**config.mk**
```make
export PLATFORM = sky130hd
export DESIGN_NAME = loop_frame_serial_codec_unit_flat
export DESIGN_NICKNAME = d
export VERILOG_FILES = /design/src/rtl/lfsc_pkg.sv /design/src/rtl/lfsc_req_if.sv /design/src/rtl/lfsc_res_if.sv /design/src/rtl/loop_frame_serial_codec_unit.sv /design/src/flat_wrapper.sv
export SDC_FILE = /design/constraint.sdc
export NUM_CORES = 1
export LEC_CHECK = 0
export ABC_AREA = 1
export BUFFER_PORTS_ARGS = -buffer_cell sky130_fd_sc_hd__buf_2
export CAP_MARGIN = 20
export CORE_MARGIN = 3
export CORE_UTILIZATION = 46
export DETAILED_ROUTE_END_ITERATION = 12
export GPL_ROUTABILITY_DRIVEN = 0
export SYNTH_ARGS = -nofsm -noshare
export SYNTH_HDL_FRONTEND = slang
export SYNTH_SLANG_ARGS = --single-unit
```
**constraint.sdc**
```tcl
create_clock -name clk -period 2.75 [get_ports clk]
set_clock_uncertainty 0.2 [all_clocks]
set_input_delay 0.55 -clock clk [delete_from_list [all_inputs] [get_ports clk]]
set_output_delay 0.55 -clock clk [all_outputs]
set_load 0.1 [all_outputs]
```
**src/rtl/lfsc_pkg.sv**
```systemverilog
// Shared types and constants for the loop frame serial codec.
// No dependencies; used by the channel interfaces and the top level.
package lfsc_pkg;

    localparam int FRAME_W = 11;
    localparam int BYTE_W  = 8;
    localparam int QDEPTH  = 4;
    localparam int QPTR_W  = $clog2(QDEPTH);
    localparam int QCNT_W  = QPTR_W + 1;

    localparam logic [BYTE_W-1:0] ACK_BYTE = 8'd13;

    typedef enum logic [1:0] {
        REQ_RX_BYTE = 2'd0,
        REQ_SEND    = 2'd1,
        REQ_CMD     = 2'd2,
        REQ_NONE    = 2'd3
    } req_type_t;

    typedef enum logic {
        KIND_FRAME = 1'b0,
        KIND_BYTE  = 1'b1
    } res_kind_t;

    typedef struct packed {
        logic               kind;
        logic [FRAME_W-1:0] frame_out;
        logic [BYTE_W-1:0]  tx_byte;
        logic               last;
    } result_t;

endpackage

```
**src/rtl/lfsc_req_if.sv**
```systemverilog
// Input item channel of the loop frame serial codec: valid/ready plus payload.
// Depends on lfsc_pkg for field widths.
interface lfsc_req_if;
    logic                        valid;
    logic                        ready;
    logic [1:0]                  req_type;
    logic [lfsc_pkg::BYTE_W-1:0] rx_byte;
    logic [lfsc_pkg::FRAME_W-1:0] frame_in;

    modport source (output valid, output req_type, output rx_byte, output frame_in,
                    input ready);
    modport sink   (input valid, input req_type, input rx_byte, input frame_in,
                    output ready);
endinterface

```
**src/rtl/lfsc_res_if.sv**
```systemverilog
// Result item channel of the loop frame serial codec: valid/ready plus payload.
// Depends on lfsc_pkg for field widths.
interface lfsc_res_if;
    logic                         valid;
    logic                         ready;
    logic                         kind;
    logic [lfsc_pkg::FRAME_W-1:0] frame_out;
    logic [lfsc_pkg::BYTE_W-1:0]  tx_byte;
    logic                         last;

    modport source (output valid, output kind, output frame_out, output tx_byte,
                    output last, input ready);
    modport sink   (input valid, input kind, input frame_out, input tx_byte,
                    input last, output ready);
endinterface

```
**src/rtl/loop_frame_serial_codec_unit.sv**
```systemverilog
// Top level of the loop frame serial codec.
// Depends on lfsc_pkg, lfsc_req_if and lfsc_res_if.
//
// Converts 11-bit loop frames to and from 7/8-bit serial bytes. An item is
// decoded or encoded in the cycle it is accepted and its results (zero, one
// or two) go into a four-entry result queue; the shared last-high and format
// registers update at that same edge. An item is accepted in any cycle the
// queue has room for two more results, so items with no or one result can
// stream at one per cycle while the result side keeps taking them. The queue
// drains one result per cycle while res.ready is high, and a send that emits
// both a high and a low byte puts two results into it. The first result is
// at the queue head on the cycle after acceptance when the queue was empty.
module loop_frame_serial_codec_unit (
    input  logic clk,
    input  logic rst_n,
    input  logic cfg_we,
    input  logic cfg_wdata,
    lfsc_req_if.sink   req,
    lfsc_res_if.source res
);
    import lfsc_pkg::*;

    logic               ack_enable_reg;
    logic [BYTE_W-1:0]  last_high_reg, last_high_next;
    logic               eight_bit_reg, eight_bit_next;

    result_t            queue_mem [QDEPTH];
    logic [QPTR_W-1:0]  wr_ptr_reg, rd_ptr_reg;
    logic [QCNT_W-1:0]  count_reg;

    logic               in_fire, out_fire;
    logic [1:0]         n_new;
    result_t            res0, res1;

    logic [BYTE_W-1:0]  hi_enc, lo_enc, hi_ref;
    logic [FRAME_W-1:0] frame_dec;

    assign req.ready = (count_reg <= QCNT_W'(QDEPTH - 2));
    assign in_fire   = req.valid && req.ready;
    assign out_fire  = res.valid && res.ready;

    always_comb
    begin
        if (eight_bit_reg)
        begin
            hi_enc = {3'b001, req.frame_in[10:7], 1'b0};
            lo_enc = {1'b1, req.frame_in[6:0]};
        end
        else
        begin
            hi_enc = {3'b001, req.frame_in[10:6]};
            lo_enc = {2'b01, req.frame_in[5:0]};
        end
        // command frames compare against a cleared last-high
        hi_ref = (req.req_type == REQ_CMD) ? '0 : last_high_reg;

        if (req.rx_byte[7])
            frame_dec = {last_high_reg[4:1], req.rx_byte[6:0]};
        else
            frame_dec = {last_high_reg[4:0], req.rx_byte[5:0]};
    end

    always_comb
    begin
        last_high_next = last_high_reg;
        eight_bit_next = eight_bit_reg;
        n_new          = 2'd0;
        res0           = '{kind: KIND_BYTE, frame_out: '0, tx_byte: '0, last: 1'b1};
        res1           = res0;

        case (req.req_type)
            REQ_RX_BYTE:
            begin
                if (req.rx_byte[7:6] == 2'b00)
                begin
                    if (req.rx_byte[5])
                    begin
                        last_high_next = req.rx_byte;
                        if (ack_enable_reg)
                        begin
                            n_new        = 2'd1;
                            res0.tx_byte = ACK_BYTE;
                        end
                    end
                end
                else
                begin
                    eight_bit_next = req.rx_byte[7];
                    n_new          = 2'd1;
                    res0.kind      = KIND_FRAME;
                    res0.frame_out = frame_dec;
                end
            end
            REQ_SEND, REQ_CMD:
            begin
                last_high_next = hi_ref;
                if (hi_enc != hi_ref)
                begin
                    last_high_next = hi_enc;
                    n_new          = 2'd2;
                    res0.tx_byte   = hi_enc;
                    res0.last      = 1'b0;
                    res1.tx_byte   = lo_enc;
                end
                else
                begin
                    n_new        = 2'd1;
                    res0.tx_byte = lo_enc;
                end
            end
            default:
            begin
                n_new = 2'd0;
            end
        endcase
    end

    always_ff @(posedge clk or negedge rst_n)
    begin
        if (!rst_n)
        begin
            ack_enable_reg <= 1'b0;
            last_high_reg  <= '0;
            eight_bit_reg  <= 1'b1;
            wr_ptr_reg     <= '0;
            rd_ptr_reg     <= '0;
            count_reg      <= '0;
        end
        else
        begin
            if (cfg_we)
                ack_enable_reg <= cfg_wdata;
            if (in_fire)
            begin
                last_high_reg <= last_high_next;
                eight_bit_reg <= eight_bit_next;
                wr_ptr_reg    <= wr_ptr_reg + QPTR_W'(n_new);
            end
            if (out_fire)
                rd_ptr_reg <= rd_ptr_reg + 1'b1;
            count_reg <= count_reg + (in_fire ? QCNT_W'(n_new) : '0)
                         - QCNT_W'(out_fire);
        end
    end

    always_ff @(posedge clk)
    begin
        if (in_fire && n_new != 2'd0)
            queue_mem[wr_ptr_reg] <= res0;
        if (in_fire && n_new == 2'd2)
            queue_mem[wr_ptr_reg + 1'b1] <= res1;
    end

    assign res.valid     = (count_reg != '0);
    assign res.kind      = queue_mem[rd_ptr_reg].kind;
    assign res.frame_out = queue_mem[rd_ptr_reg].frame_out;
    assign res.tx_byte   = queue_mem[rd_ptr_reg].tx_byte;
    assign res.last      = queue_mem[rd_ptr_reg].last;

    a_queue_bound: assert property (@(posedge clk) disable iff (!rst_n)
        count_reg <= QCNT_W'(QDEPTH))
        else $error("result queue count beyond depth");

    a_room_for_two: assert property (@(posedge clk) disable iff (!rst_n)
        in_fire |=> count_reg <= QCNT_W'(QDEPTH))
        else $error("accepted item overflowed result queue");

    a_partner_queued: assert property (@(posedge clk) disable iff (!rst_n)
        (res.valid && !res.last) |-> count_reg >= QCNT_W'(2))
        else $error("non-final result without its final partner queued");

    a_ptr_count: assert property (@(posedge clk) disable iff (!rst_n)
        (count_reg == '0 || count_reg == QCNT_W'(QDEPTH))
            |-> wr_ptr_reg == rd_ptr_reg)
        else $error("queue pointers disagree with count");

endmodule
```
**src/flat_wrapper.sv**
```systemverilog
// flat-port wrapper written by rule: the top's interface ports become plain ports
module loop_frame_serial_codec_unit_flat import lfsc_pkg::*;
  (clk, rst_n, cfg_we, cfg_wdata, req_valid, req_req_type, req_rx_byte, req_frame_in, req_ready, res_valid, res_kind, res_frame_out, res_tx_byte, res_last, res_ready);
  lfsc_req_if req_i ();
  lfsc_res_if res_i ();
  input  logic clk;
  input  logic rst_n;
  input  logic cfg_we;
  input  logic cfg_wdata;
  input wire logic [$bits(req_i.valid)-1:0] req_valid;
  input wire logic [$bits(req_i.req_type)-1:0] req_req_type;
  input wire logic [$bits(req_i.rx_byte)-1:0] req_rx_byte;
  input wire logic [$bits(req_i.frame_in)-1:0] req_frame_in;
  output wire logic [$bits(req_i.ready)-1:0] req_ready;
  output wire logic [$bits(res_i.valid)-1:0] res_valid;
  output wire logic [$bits(res_i.kind)-1:0] res_kind;
  output wire logic [$bits(res_i.frame_out)-1:0] res_frame_out;
  output wire logic [$bits(res_i.tx_byte)-1:0] res_tx_byte;
  output wire logic [$bits(res_i.last)-1:0] res_last;
  input wire logic [$bits(res_i.ready)-1:0] res_ready;
  assign req_i.valid = req_valid;
  assign req_i.req_type = req_req_type;
  assign req_i.rx_byte = req_rx_byte;
  assign req_i.frame_in = req_frame_in;
  assign req_ready = req_i.ready;
  assign res_valid = res_i.valid;
  assign res_kind = res_i.kind;
  assign res_frame_out = res_i.frame_out;
  assign res_tx_byte = res_i.tx_byte;
  assign res_last = res_i.last;
  assign res_i.ready = res_ready;
  loop_frame_serial_codec_unit u_core (.clk(clk), .rst_n(rst_n), .cfg_we(cfg_we), .cfg_wdata(cfg_wdata), .req(req_i), .res(res_i));
endmodule
```
; After elaboration in Yosys (flattened, before gate mapping)
; Memory sizes are Yosys's and may differ from the RTL's.
; Index checks and enable logic that the tools add are counted.
; Widths: inputs -> output; s select.
[op_classes]
mul = 0
bitwise = 1
n_shift = 0
addsub = 5
muxes = 29
eq_ne = 6
magnitude_cmp = 1
reduce_logical = 12
div = 0
[ops]
columns = op, count
row1 = $mux 8, 10
row2 = $pmux 8 s2, 2
row3 = $mux 12, 2
row4 = $mux 1, 8
row5 = $mux 2, 4
row6 = $ne 6x8->1, 1
row7 = $mux 7, 1
row8 = $add 2x1->2 const B, 2
row9 = $eq 2x2->1 const B, 2
row10 = $logic_and 1x1->1, 4
row11 = $logic_not 2->1, 2
row12 = $mux 4, 1
row13 = $pmux 2 s2, 1
row14 = $reduce_and 4->1, 1
row15 = $reduce_bool 2->1, 2
row16 = $add 3x3->3, 1
row17 = $le 3x2->1 const B, 1
row18 = $reduce_and 3->1, 1
row19 = $reduce_bool 3->1, 1
row20 = $sub 3x1->3, 1
row21 = $add 2x2->2, 1
row22 = $eq 2x1->1 const B, 1
row23 = $ne 2x1->1 const B, 1
row24 = $ne 2x2->1 const B, 1
row25 = 2 further kinds, 2
[totals]
ramBits = 84
latch_bits = 0
mem_bits_ro = 0
out_inout_bits = 23
regBits = 17
memories = 1
[memory_table]
columns = memory, words, word_bits, rd, rd_clocked_by_memory_dff, wr, line_no
row1 = u_core.queue_mem, 4, 21, 1, 0, 2, loop_frame_serial_codec_unit.sv:27  ; result_t queue_mem [QDEPTH];

; Depth between registers and ports, before layout
; Gate-level depths: netlist of the first run.
[logic_depth]
ltp_word = 9
mapped_depth = 18
depth_no_buf = 16

; Least setup slack after synthesis of the first run
; OpenSTA, ideal clock, no wires.
[synth_timing]
path_type = reg2reg
from = reg u_core.count_reg[1]
to = mem u_core.queue_mem[1][1] (netlist name), enable pin
t_arrival_ns = 3.304
n_path_buf = 1
path_slack_ns = -1.083
synth_period_minus_slack_ns = 3.833
stages_incl_launch_ff = 9
cell_sequence = dfrtp_1 a21oi_1 nand2_1 inv_1 nand3_1 nor2_4 nand2_4 buf_6 nand2_1
[synth_lines]
columns = element, line_no
row1 = start: declaration, loop_frame_serial_codec_unit.sv:29  ; logic [QCNT_W-1:0] count_reg;
row2 = start signal: assignment, loop_frame_serial_codec_unit.sv:141  ; count_reg <= count_reg + (in_fire ? QCNT_W'(n_new) : '0)
row3 = end: declaration, loop_frame_serial_codec_unit.sv:27

; Final worst setup path of the first run
[layout_timing]
from = reg u_core.rd_ptr_reg[1]
to = out res_tx_byte[5]
[layout_via]
elab_chain_len = 1
[layout_rtl]
columns = element, line_no
row1 = start: declaration, loop_frame_serial_codec_unit.sv:28  ; logic [QPTR_W-1:0] wr_ptr_reg, rd_ptr_reg;
row2 = start signal: assignment, loop_frame_serial_codec_unit.sv:140  ; rd_ptr_reg <= rd_ptr_reg + 1'b1;
row3 = $mem_v2 4x21, n/a
row4 = end: declaration, flat_wrapper.sv:18  ; output wire logic [$bits(res_i.tx_byte)-1:0] res_tx_byte;
; No other way between the ends.

==> impl_metrics.env, run 1 <==
export IMPL_overflow=0
export IMPL_numCtsBuffers=9
export IMPL_synth_seq_cells=101
export IMPL_wl_per_cell_um=16.0
export IMPL_finalCritPeriodShare=0.969
export IMPL_grt_max_degree=39
export IMPL_endpoint="res_tx_byte[5]"
export IMPL_grt_total_usage=0.244
export IMPL_critPathRequiredTime_ns=2.00
export IMPL_drive_gt1_frac=0.181
export IMPL_cts_max_path_buffers=2
export IMPL_end_kind="primary output"
export IMPL_min_period_ns=2.67
export IMPL_synth_cell_type_count=37
export IMPL_dp_hpwl_um=11200
export IMPL_start_util=0.482
export IMPL_rows=39
export IMPL_cts_sinks=101
export IMPL_worstHoldPathType="input pin to flop"
export IMPL_die_w_um=117
export IMPL_r2r_start="u_core.eight_bit_reg"
export IMPL_ys_flop_type="dfxtp_1"
export IMPL_max_freq_mhz=375
export IMPL_place_ws_ns=-0.0889
export IMPL_root_buffer="clkbuf_16"
export IMPL_post_cts_buffers=0
export IMPL_first_iter_violations=434
export IMPL_cts_htree_levels=3
export IMPL_grt_setup_unrepaired="false"
export IMPL_worst_setup_path_type="flop to primary output"
export IMPL_ys_seq_area_frac=0.430
export IMPL_via_per_inst=5.26
export IMPL_antenna_found_initial=0
export IMPL_ys_warnings_count=0
export IMPL_maxCapViolCount=0
export IMPL_worst_path_buf_inv=3
export IMPL_drtPass1Iterations=5
export IMPL_yosys_area_top_type_share=0.184
export IMPL_synthArstFlopShare=0.168
export IMPL_critPathLaunch="u_core.rd_ptr_reg[1]"
export IMPL_drc=0
export IMPL_cts_tree="yes"
export IMPL_path_depth=5
export IMPL_status="finished, final reports clean"
export IMPL_detail_route_antenna_nets=0
export IMPL_rr_endpoint="u_core.queue_mem[3][1]"
export IMPL_ios=50
export IMPL_avgSynthCellArea_um2=7.20
export IMPL_slowest_stage="buf_2"
export IMPL_hold_viol=0
export IMPL_setup_viol=0
export IMPL_post_cts_resized=0
export IMPL_drv_slew=0
export IMPL_grt_pass1_wl_um=25800
export IMPL_dieArea_um2=13600
export IMPL_crit_path_cell_trace="inv_1 -> buf_12 -> o21ai_0 -> o22ai_2 -> buf_2"
export IMPL_clk_pin_slew_ns=0.07
export IMPL_syn_inst=785
export IMPL_critPathMaxStageDelay_ns=0.44
export IMPL_vias=5265
export IMPL_reg2reg_setup_slack_ns=0.31
export IMPL_port_buffers=49
export IMPL_core_area_um2=11700
export IMPL_antennaDiodeCount=0
export IMPL_max_slew_margin=0.675
export IMPL_fillers=1109
export IMPL_area_growth_pct=21.1
export IMPL_grt_pass1_vias=5056
export IMPL_holdCritStartpoint="cfg_we"
export IMPL_synth_top_area_cell="dfxtp_1"
export IMPL_tightest_slew_ns=0.490
export IMPL_largest_reg_flops=84
export IMPL_reg2reg_depth=12
export IMPL_die_y_um=117
export IMPL_finalNetCount=888
export IMPL_netlist_area_um2=5650
export IMPL_path_delay_family="buffers and inverters"
export IMPL_clk_latency_ns=0.34
export IMPL_critPathArrivalTime_ns=1.92
export IMPL_synthTopCellsByArea="dfxtp_1 (18%), edfxtp_1 (17%), nand2_1 (12%), nor2_1 (7.5%), inv_1 (7.4%)"
export IMPL_cp_max_fo=18
export IMPL_setup_slack_ns=0.0848
export IMPL_routed_wl_um=16000
export IMPL_syn_num_nets=820
export IMPL_start_kind="flop"
export IMPL_synth_enable_flop_cells=32
-- worst min-delay path by stage --
stage,end,slack [ns],cells past startpoint
final,u_core.ack_enable_reg,0.21,2
after global placement,u_core.queue_mem[2][20],0.23,2
after global routing,u_core.ack_enable_reg,0.21,2
after floorplan,u_core.ack_enable_reg,0.05,0
after detailed placement,u_core.queue_mem[1][0],0.24,2
after CTS,u_core.ack_enable_reg,0.20,2
-- logic make-up (layout without fill, tap and decap cells) --
group                    count (synthesis)  after routing  synth area share
multiplexers                             1              1           0.00199
AO/OA/AOI/OAI                          129            129             0.118
adder cells (fa/ha/maj)                  8              8            0.0190
XOR/XNOR                                 5              5           0.00775
flip-flops                             101            101             0.430
buffers and inverters                  155            228             0.118
AND/OR/NAND/NOR                        386            386             0.305
-- metal layers --
metal | up-vias | part of all wire | global-route usage
met5 | - | 0 | 0
li1 | 2653 | - | -
met2 | 151 | 0.47 | 0.401
met3 | 19 | 0.052 | 0.0298
met4 | 0 | 0.015 | 0.0841
met1 | 2442 | 0.46 | 0.335
-- per-stage QoR --
| stage | TNS (ns) | area, um2 | hold slack, ns | util | instances |
|---|---|---|---|---|---|
| 6_report | 0 | 6840 | 0.208 | 0.584 | 1001 |
| 5_1_grt | 0 | 6840 | 0.208 | 0.584 | 1001 |
| 4_1_cts | 0 | 6840 | 0.201 | 0.584 | 1001 |
| 3_5_place_dp | -0.936 | 6560 | 0.239 | 0.560 | 984 |
| 3_3_place_gp | -0.190 | 6560 | 0.234 | 0.560 | 984 |
| 2_1_floorplan | 0 | 5770 | 0.0544 | - | 785 |
-- cell usage in the layout, fill, tap and decap left out, types with 3 or more instances in the layout --
cell type  instances
a21oi_1           25
clkinv_1           3
nand2_2            3
nand2_4            5
clkbuf_16          9
ha_1               7
dfxtp_1           52
buf_4             40
a21oi_2           11
dfrtp_1           16
edfxtp_1          32
buf_2             38
inv_1            111
nand2_1          173
xor2_1             3
nand3_4            3
buf_12            18
o22ai_2           10
o21ai_0           60
nand4_1           29
o21ai_1           16
nor2_1           113
nand3_2            3
nand3_1           49
-- cells in the mapped netlist, types with 2 or more instances --
master,n
a21oi_1,37
clkinv_1,3
nor2_1,113
nor2_2,2
nand3_2,3
nand3_1,49
nand2_2,2
xnor2_1,2
nand2_4,5
nand2_1,174
nor2_4,2
nand4_1,29
buf_2,9
ha_1,7
buf_6,10
o21ai_1,16
inv_1,111
xor2_1,3
nand3_4,3
o22ai_1,12
edfxtp_1,32
dfxtp_1,52
dfrtp_1,16
clkbuf_1,21
o21ai_0,60
-- final cells by class --
cell class,count,area (um2),area share
clock inverter,4,26.3,0.00384
sequential,101,2430,0.355
multi-input combinational,529,2670,0.390
tap,143,179,0.0261
inverter,115,432,0.0631
timing repair buffer,97,861,0.126
clock buffer,12,246,0.0360
-- timing repair --
action | 4_1_cts | 5_1_grt
hold buffers | 1 | 0
endpoints found under the setup margin | 0 | 0
hold endpoints to repair | 16 | 0
Power of run 1 is left out: the tool's default activity adds up to more than one toggle a clock period on the data nets, which glitch-free logic cannot reach.
==> inputs of run 2 (changes only) <==
- clock period: 2.75 -> 3.2 ns (I/O delays scaled with it)
==> impl_metrics.env, run 2 (synthesis results as in run 1) <==
export IMPL_die_y_um=117
export IMPL_ios=50
export IMPL_cts_tree="yes"
export IMPL_post_cts_buffers=0
export IMPL_maxCapViolCount=0
export IMPL_via_per_inst=5.41
export IMPL_cts_htree_levels=3
export IMPL_tightest_slew_ns=0.861
export IMPL_antennaDiodeCount=0
export IMPL_rows=39
export IMPL_grt_pass1_vias=4981
export IMPL_drc=0
export IMPL_min_period_ns=2.89
export IMPL_port_buffers=49
export IMPL_area_growth_pct=17.7
export IMPL_core_area_um2=11700
export IMPL_wl_per_cell_um=15.8
export IMPL_critPathRequiredTime_ns=2.36
export IMPL_clk_pin_slew_ns=0.07
export IMPL_grtUsageMet1=0.324
export IMPL_grt_pass1_wl_um=25100
export IMPL_first_iter_violations=436
export IMPL_final_common_cell="nand2_1"
export IMPL_clk_latency_ns=0.35
export IMPL_final_cell_mix="nand2_1 (174), nor2_1 (113), inv_1 (111)"
export IMPL_grt_max_degree=36
export IMPL_max_freq_mhz=346
export IMPL_grt_setup_unrepaired="false"
export IMPL_end_kind="primary output"
export IMPL_cp_max_fo=13
export IMPL_worst_setup_path_type="flop to primary output"
export IMPL_detail_route_antenna_nets=0
export IMPL_grt_total_usage=0.238
export IMPL_die_w_um=117
export IMPL_post_cts_resized=0
export IMPL_cts_sinks=101
export IMPL_status="finished, final reports clean"
export IMPL_finalNetCount=869
export IMPL_finalCritPeriodShare=0.902
export IMPL_start_kind="flop"
export IMPL_dp_hpwl_um=10800
export IMPL_setup_viol=0
export IMPL_dieArea_um2=13600
export IMPL_hold_viol=0
export IMPL_vias=5314
export IMPL_critPathLaunch="u_core.rd_ptr_reg[1]"
export IMPL_reg2reg_depth=11
export IMPL_drtPass1Iterations=5
export IMPL_antenna_found_initial=0
export IMPL_grtUsageMet2=0.385
export IMPL_root_buffer="clkbuf_16"
export IMPL_drive_gt1_frac=0.160
export IMPL_final_setup_tns_ns=0
export IMPL_overflow=0
export IMPL_max_slew_margin=0.424
export IMPL_endpoint="res_last"
export IMPL_critPathArrivalTime_ns=2.05
export IMPL_grt_busiest_layer="met2"
export IMPL_numCtsBuffers=9
export IMPL_reg2reg_setup_slack_ns=0.66
export IMPL_cts_max_path_buffers=2
export IMPL_use_met3=0.0427
export IMPL_rr_endpoint="u_core.count_reg[2]"
export IMPL_r2r_start="u_core.eight_bit_reg"
export IMPL_hold_buffers=0
export IMPL_largest_reg_flops=84
export IMPL_drv_slew=0
export IMPL_worstHoldPathType="input pin to asynchronous set/reset pin"
export IMPL_start_util=0.482
export IMPL_routed_wl_um=15500
-- run 2: cell count changes in the layout (fill, tap and decap cells not counted) --
cell,before,now
buf_4,40,28
buf_12,18,12
bufinv_16,0,2
clkinv_1,3,5
clkinv_2,2,0
a21oi_2,11,12
a21oi_4,1,0
clkbuf_8,1,0
clkinvlp_4,1,0
dlygate4sd3_1,1,0
nand2_1,173,174
nand2_2,3,2
-- run 2: per-stage QoR --
stage / cell area (um2) / utilization / worst slack (ns) / hold slack (ns) / instances
finish: 6650 / 0.568 / 0.312 / 0.000574 / 982
global route: 6650 / 0.568 / 0.269 / 0.0266 / 982
CTS: 6650 / 0.568 / 0.313 / 0.0180 / 982
detailed placement: 6340 / 0.541 / 0.161 / 0.239 / 966
global placement: 6340 / 0.541 / 0.223 / 0.232 / 966
floorplan: 5760 / - / 0.0577 / 0.144 / 785
-- run 2: worst max-delay path, stage by stage (launching register included) --
cell and delay, ns:
dfrtp_1 0.38, inv_1 0.43, o21ai_0 0.22, o22ai_2 0.20
buf_2 0.47
-- run 2: worst min path at each step --
stage	slack [ns]	end
2_1_floorplan	0.14	u_core.ack_enable_reg
3_3_place_gp	0.23	u_core.queue_mem[2][20]
3_5_place_dp	0.24	u_core.queue_mem[1][0]
4_1_cts	0.02	u_core.last_high_reg[5]
5_1_grt	0.03	u_core.last_high_reg[5]
6_report	0.0006	u_core.last_high_reg[5]
-- run 2: final cells by class --
cell class	instances	area, um2
fill	1113	5060
clock inverter	5	76.3
clock buffer	11	233
multi-input combinational	529	2660
sequential	101	2430
tap	143	179
inverter	115	432
timing repair buffer	78	641
-- run 2: layer usage --
| layer | up-vias | wire, um |
|---|---|---|
| met5 | - | 0 |
| li1 | 2621 | - |
| met3 | 25 | 762 |
| met1 | 2513 | 7230 |
| met2 | 155 | 7210 |
| met4 | 0 | 316 |
Power of run 2 is left out for the same reason.
==> inputs of run 3 (changes only) <==
- ABC_AREA: 1 -> not set
==> impl_metrics.env, run 3 <==
export IMPL_status="finished, final reports clean"
export IMPL_detail_route_antenna_nets=0
export IMPL_min_period_ns=2.84
export IMPL_wl_per_cell_um=20.4
export IMPL_end_kind="flop"
export IMPL_ys_warnings_count=0
export IMPL_area_growth_pct=15.3
export IMPL_r2r_start="u_core.last_high_reg[3]"
export IMPL_fin_area_um2=5790
export IMPL_dp_hpwl_um=10100
export IMPL_start_kind="input pin"
export IMPL_die_y_um=111
export IMPL_via_per_inst=6.03
export IMPL_max_freq_mhz=352
export IMPL_synth_mux_area_frac=0.107
export IMPL_overflow=0
export IMPL_synth_enable_flop_cells=32
export IMPL_dpl_cell_count=662
export IMPL_drive_gt1_frac=0.263
export IMPL_critPathArrivalTime_ns=2.75
export IMPL_netlist_area_um2=5030
export IMPL_finalCritPeriodShare=0.887
export IMPL_synthAdderAreaFrac=0.0214
export IMPL_clk_pin_slew_ns=0.09
export IMPL_port_buffers=49
export IMPL_cts_max_path_buffers=2
export IMPL_setup_viol=0
export IMPL_wl_met2_um=6640
export IMPL_grt_max_degree=33
export IMPL_cts_htree_levels=3
export IMPL_met1_length_um=5810
export IMPL_wl_met3_um=1180
export IMPL_antenna_found_initial=0
export IMPL_placed_area_um2=5580
export IMPL_final_cell_mix="dfxtp_1 (52), buf_2 (49), o211ai_1 (43)"
export IMPL_ios=50
export IMPL_clk_latency_ns=0.37
export IMPL_ys_flop_type="dfxtp_1"
export IMPL_root_buffer="clkbuf_8"
export IMPL_post_cts_buffers=0
export IMPL_final_common_cell="dfxtp_1"
export IMPL_place_ws_ns=-0.0461
export IMPL_power_mw=5.73
export IMPL_start_util=0.480
export IMPL_p_leak_nw=2.16
export IMPL_synth_most_common_cell="dfxtp_1"
export IMPL_finalNonFillerCells=679
export IMPL_grt_pass1_vias=4215
export IMPL_worst_setup_path_type="input pin to flop"
export IMPL_synth_top_area_cell="dfxtp_1"
export IMPL_largest_reg_flops=84
export IMPL_syn_num_nets=507
export IMPL_rows=37
export IMPL_max_slew_margin=0.568
export IMPL_avgSynthCellArea_um2=10.6
export IMPL_critPathRequiredTime_ns=3.12
export IMPL_grt_setup_unrepaired="false"
export IMPL_post_cts_resized=0
export IMPL_drtPass1Iterations=6
export IMPL_yosys_area_top_type_share=0.207
export IMPL_synthXorXnorAreaFrac=0.0139
export IMPL_cts_tree="yes"
export IMPL_synth_seq_cells=101
export IMPL_p_per_area_nw_per_um2=989
export IMPL_synth_cell_type_count=56
export IMPL_die_w_um=111
export IMPL_drc=0
export IMPL_synth_top_cells_by_count="dfxtp_1 (52), o211ai_1 (43), nand2_1 (41)"
export IMPL_holdCritStartpoint="u_core.queue_mem[1][10]"
export IMPL_routed_wl_um=13800
export IMPL_critPathLaunch="req_req_type[0]"
export IMPL_setup_slack_ns=0.362
export IMPL_top_layer_used="met4"
export IMPL_tightest_slew_ns=0.642
export IMPL_first_iter_violations=294
export IMPL_peakVddDrop_v=0.000620
export IMPL_grt_pass1_wl_um=22500
export IMPL_drv_slew=0
export IMPL_hold_viol=0
export IMPL_grt_total_usage=0.232
export IMPL_synth_top_family_by_area="compound AO/OA/AOI/OAI gates"
export IMPL_worstHoldPathType="flop to flop"
export IMPL_ys_seq_area_frac=0.483
export IMPL_synthTopCellsByArea="dfxtp_1 (21%), edfxtp_1 (19%), mux4_2 (9.4%), dfrtp_1 (8.0%), o211ai_1 (6.4%)"
export IMPL_yosys_area_share_simple=0.122
export IMPL_synthArstFlopShare=0.168
export IMPL_synth_compound_area_frac=0.205
export IMPL_antennaDiodeCount=0
export IMPL_cp_max_fo=7
export IMPL_vias=4096
export IMPL_dieArea_um2=12200
export IMPL_maxCapViolCount=0
export IMPL_numCtsBuffers=9
export IMPL_finalNetCount=573
export IMPL_syn_inst=472
export IMPL_cts_sinks=101
export IMPL_core_area_um2=10500
[run 3: cell count changes after synthesis, moves of 10 or more]
cell      previous run  this run
nand2_1            174        41
inv_1              111         8
nor2_1             113        23
o211ai_1             1        43
nand3_1             49         8
o21ai_0             60        22
nand4_1             29         0
mux4_2               0        21
clkbuf_1            21        11
o22ai_1             12        22
[run 3: cell families after synthesis]
| logic type | Yosys count |
|---|---|
| mux | 27 |
| simple gates | 121 |
| xor+xnor | 8 |
| buf+inv | 44 |
| compound gates | 163 |
| fa+ha+maj | 8 |
| flops | 101 |
[run 3: worst max-delay path: stages]
cell and delay [ns]:
buf_2 0.09, inv_1 0.05, ha_1 0.26, nand4bb_1 0.20
o22ai_1 0.25, o2111ai_2 0.26, a211oi_4 0.44, or2_1 0.29
buf_4 0.20, o22ai_1 0.08
[run 3: worst paths after layout]
| path | cells after the start | to | slack [ns] |
|---|---|---|---|
| worst max-delay path | 10 | u_core.queue_mem[1][4] | 0.36 |
| worst min-delay path | 2 | u_core.queue_mem[1][10] | 0.28 |
| worst max register to register | 7 | u_core.queue_mem[1][4] | 0.53 |
| worst min register to register | 2 | u_core.queue_mem[1][10] | 0.28 |
| max in group asynchronous | 2 | u_core.eight_bit_reg | 1.96 |
| min in group asynchronous | 2 | u_core.count_reg[0] | 0.51 |
[run 3: final cells by class]
type	count	area, um2
Clock buffer	14	195
Clock inverter	2	11.3
Fill cell	986	4670
Inverter	9	33.8
Multi-Input combinational cell	327	2370
Sequential cell	101	2430
Tap cell	136	170
Timing Repair Buffer	90	581
[run 3: metrics by stage]
step / util / hold WS, ns / TNS [ns]
2_1_floorplan: - / 0.144 / 0
3_3_place_gp: 0.533 / 0.257 / 0
3_5_place_dp: 0.533 / 0.271 / -0.471
4_1_cts: 0.554 / 0.281 / 0
5_1_grt: 0.554 / 0.277 / 0
6_report: 0.554 / 0.284 / 0
[run 3: per-layer routing]
metal,vias to the layer above,track usage
li1,1918,-
met1,1978,0.308
met2,185,0.381
met3,15,0.0553
met4,0,0.0616
met5,-,0
[run 3: power breakdown]
| group | leakage (nW) | internal (mW) | switching, mW | total, mW |
|---|---|---|---|---|
| clock network | 0.107 | 0.399 | 0.433 | 0.832 |
| logic | 1.13 | 0.872 | 2.03 | 2.91 |
| registers | 0.925 | 1.73 | 0.259 | 1.99 |
[run 3: timing repair]
action | in CTS | in global routing
hold endpoints to repair | 16 | 0
hold buffers | 1 | 0
setup endpoints to repair | 0 | 0
Note: power is estimated with default switching activity, not from simulation.
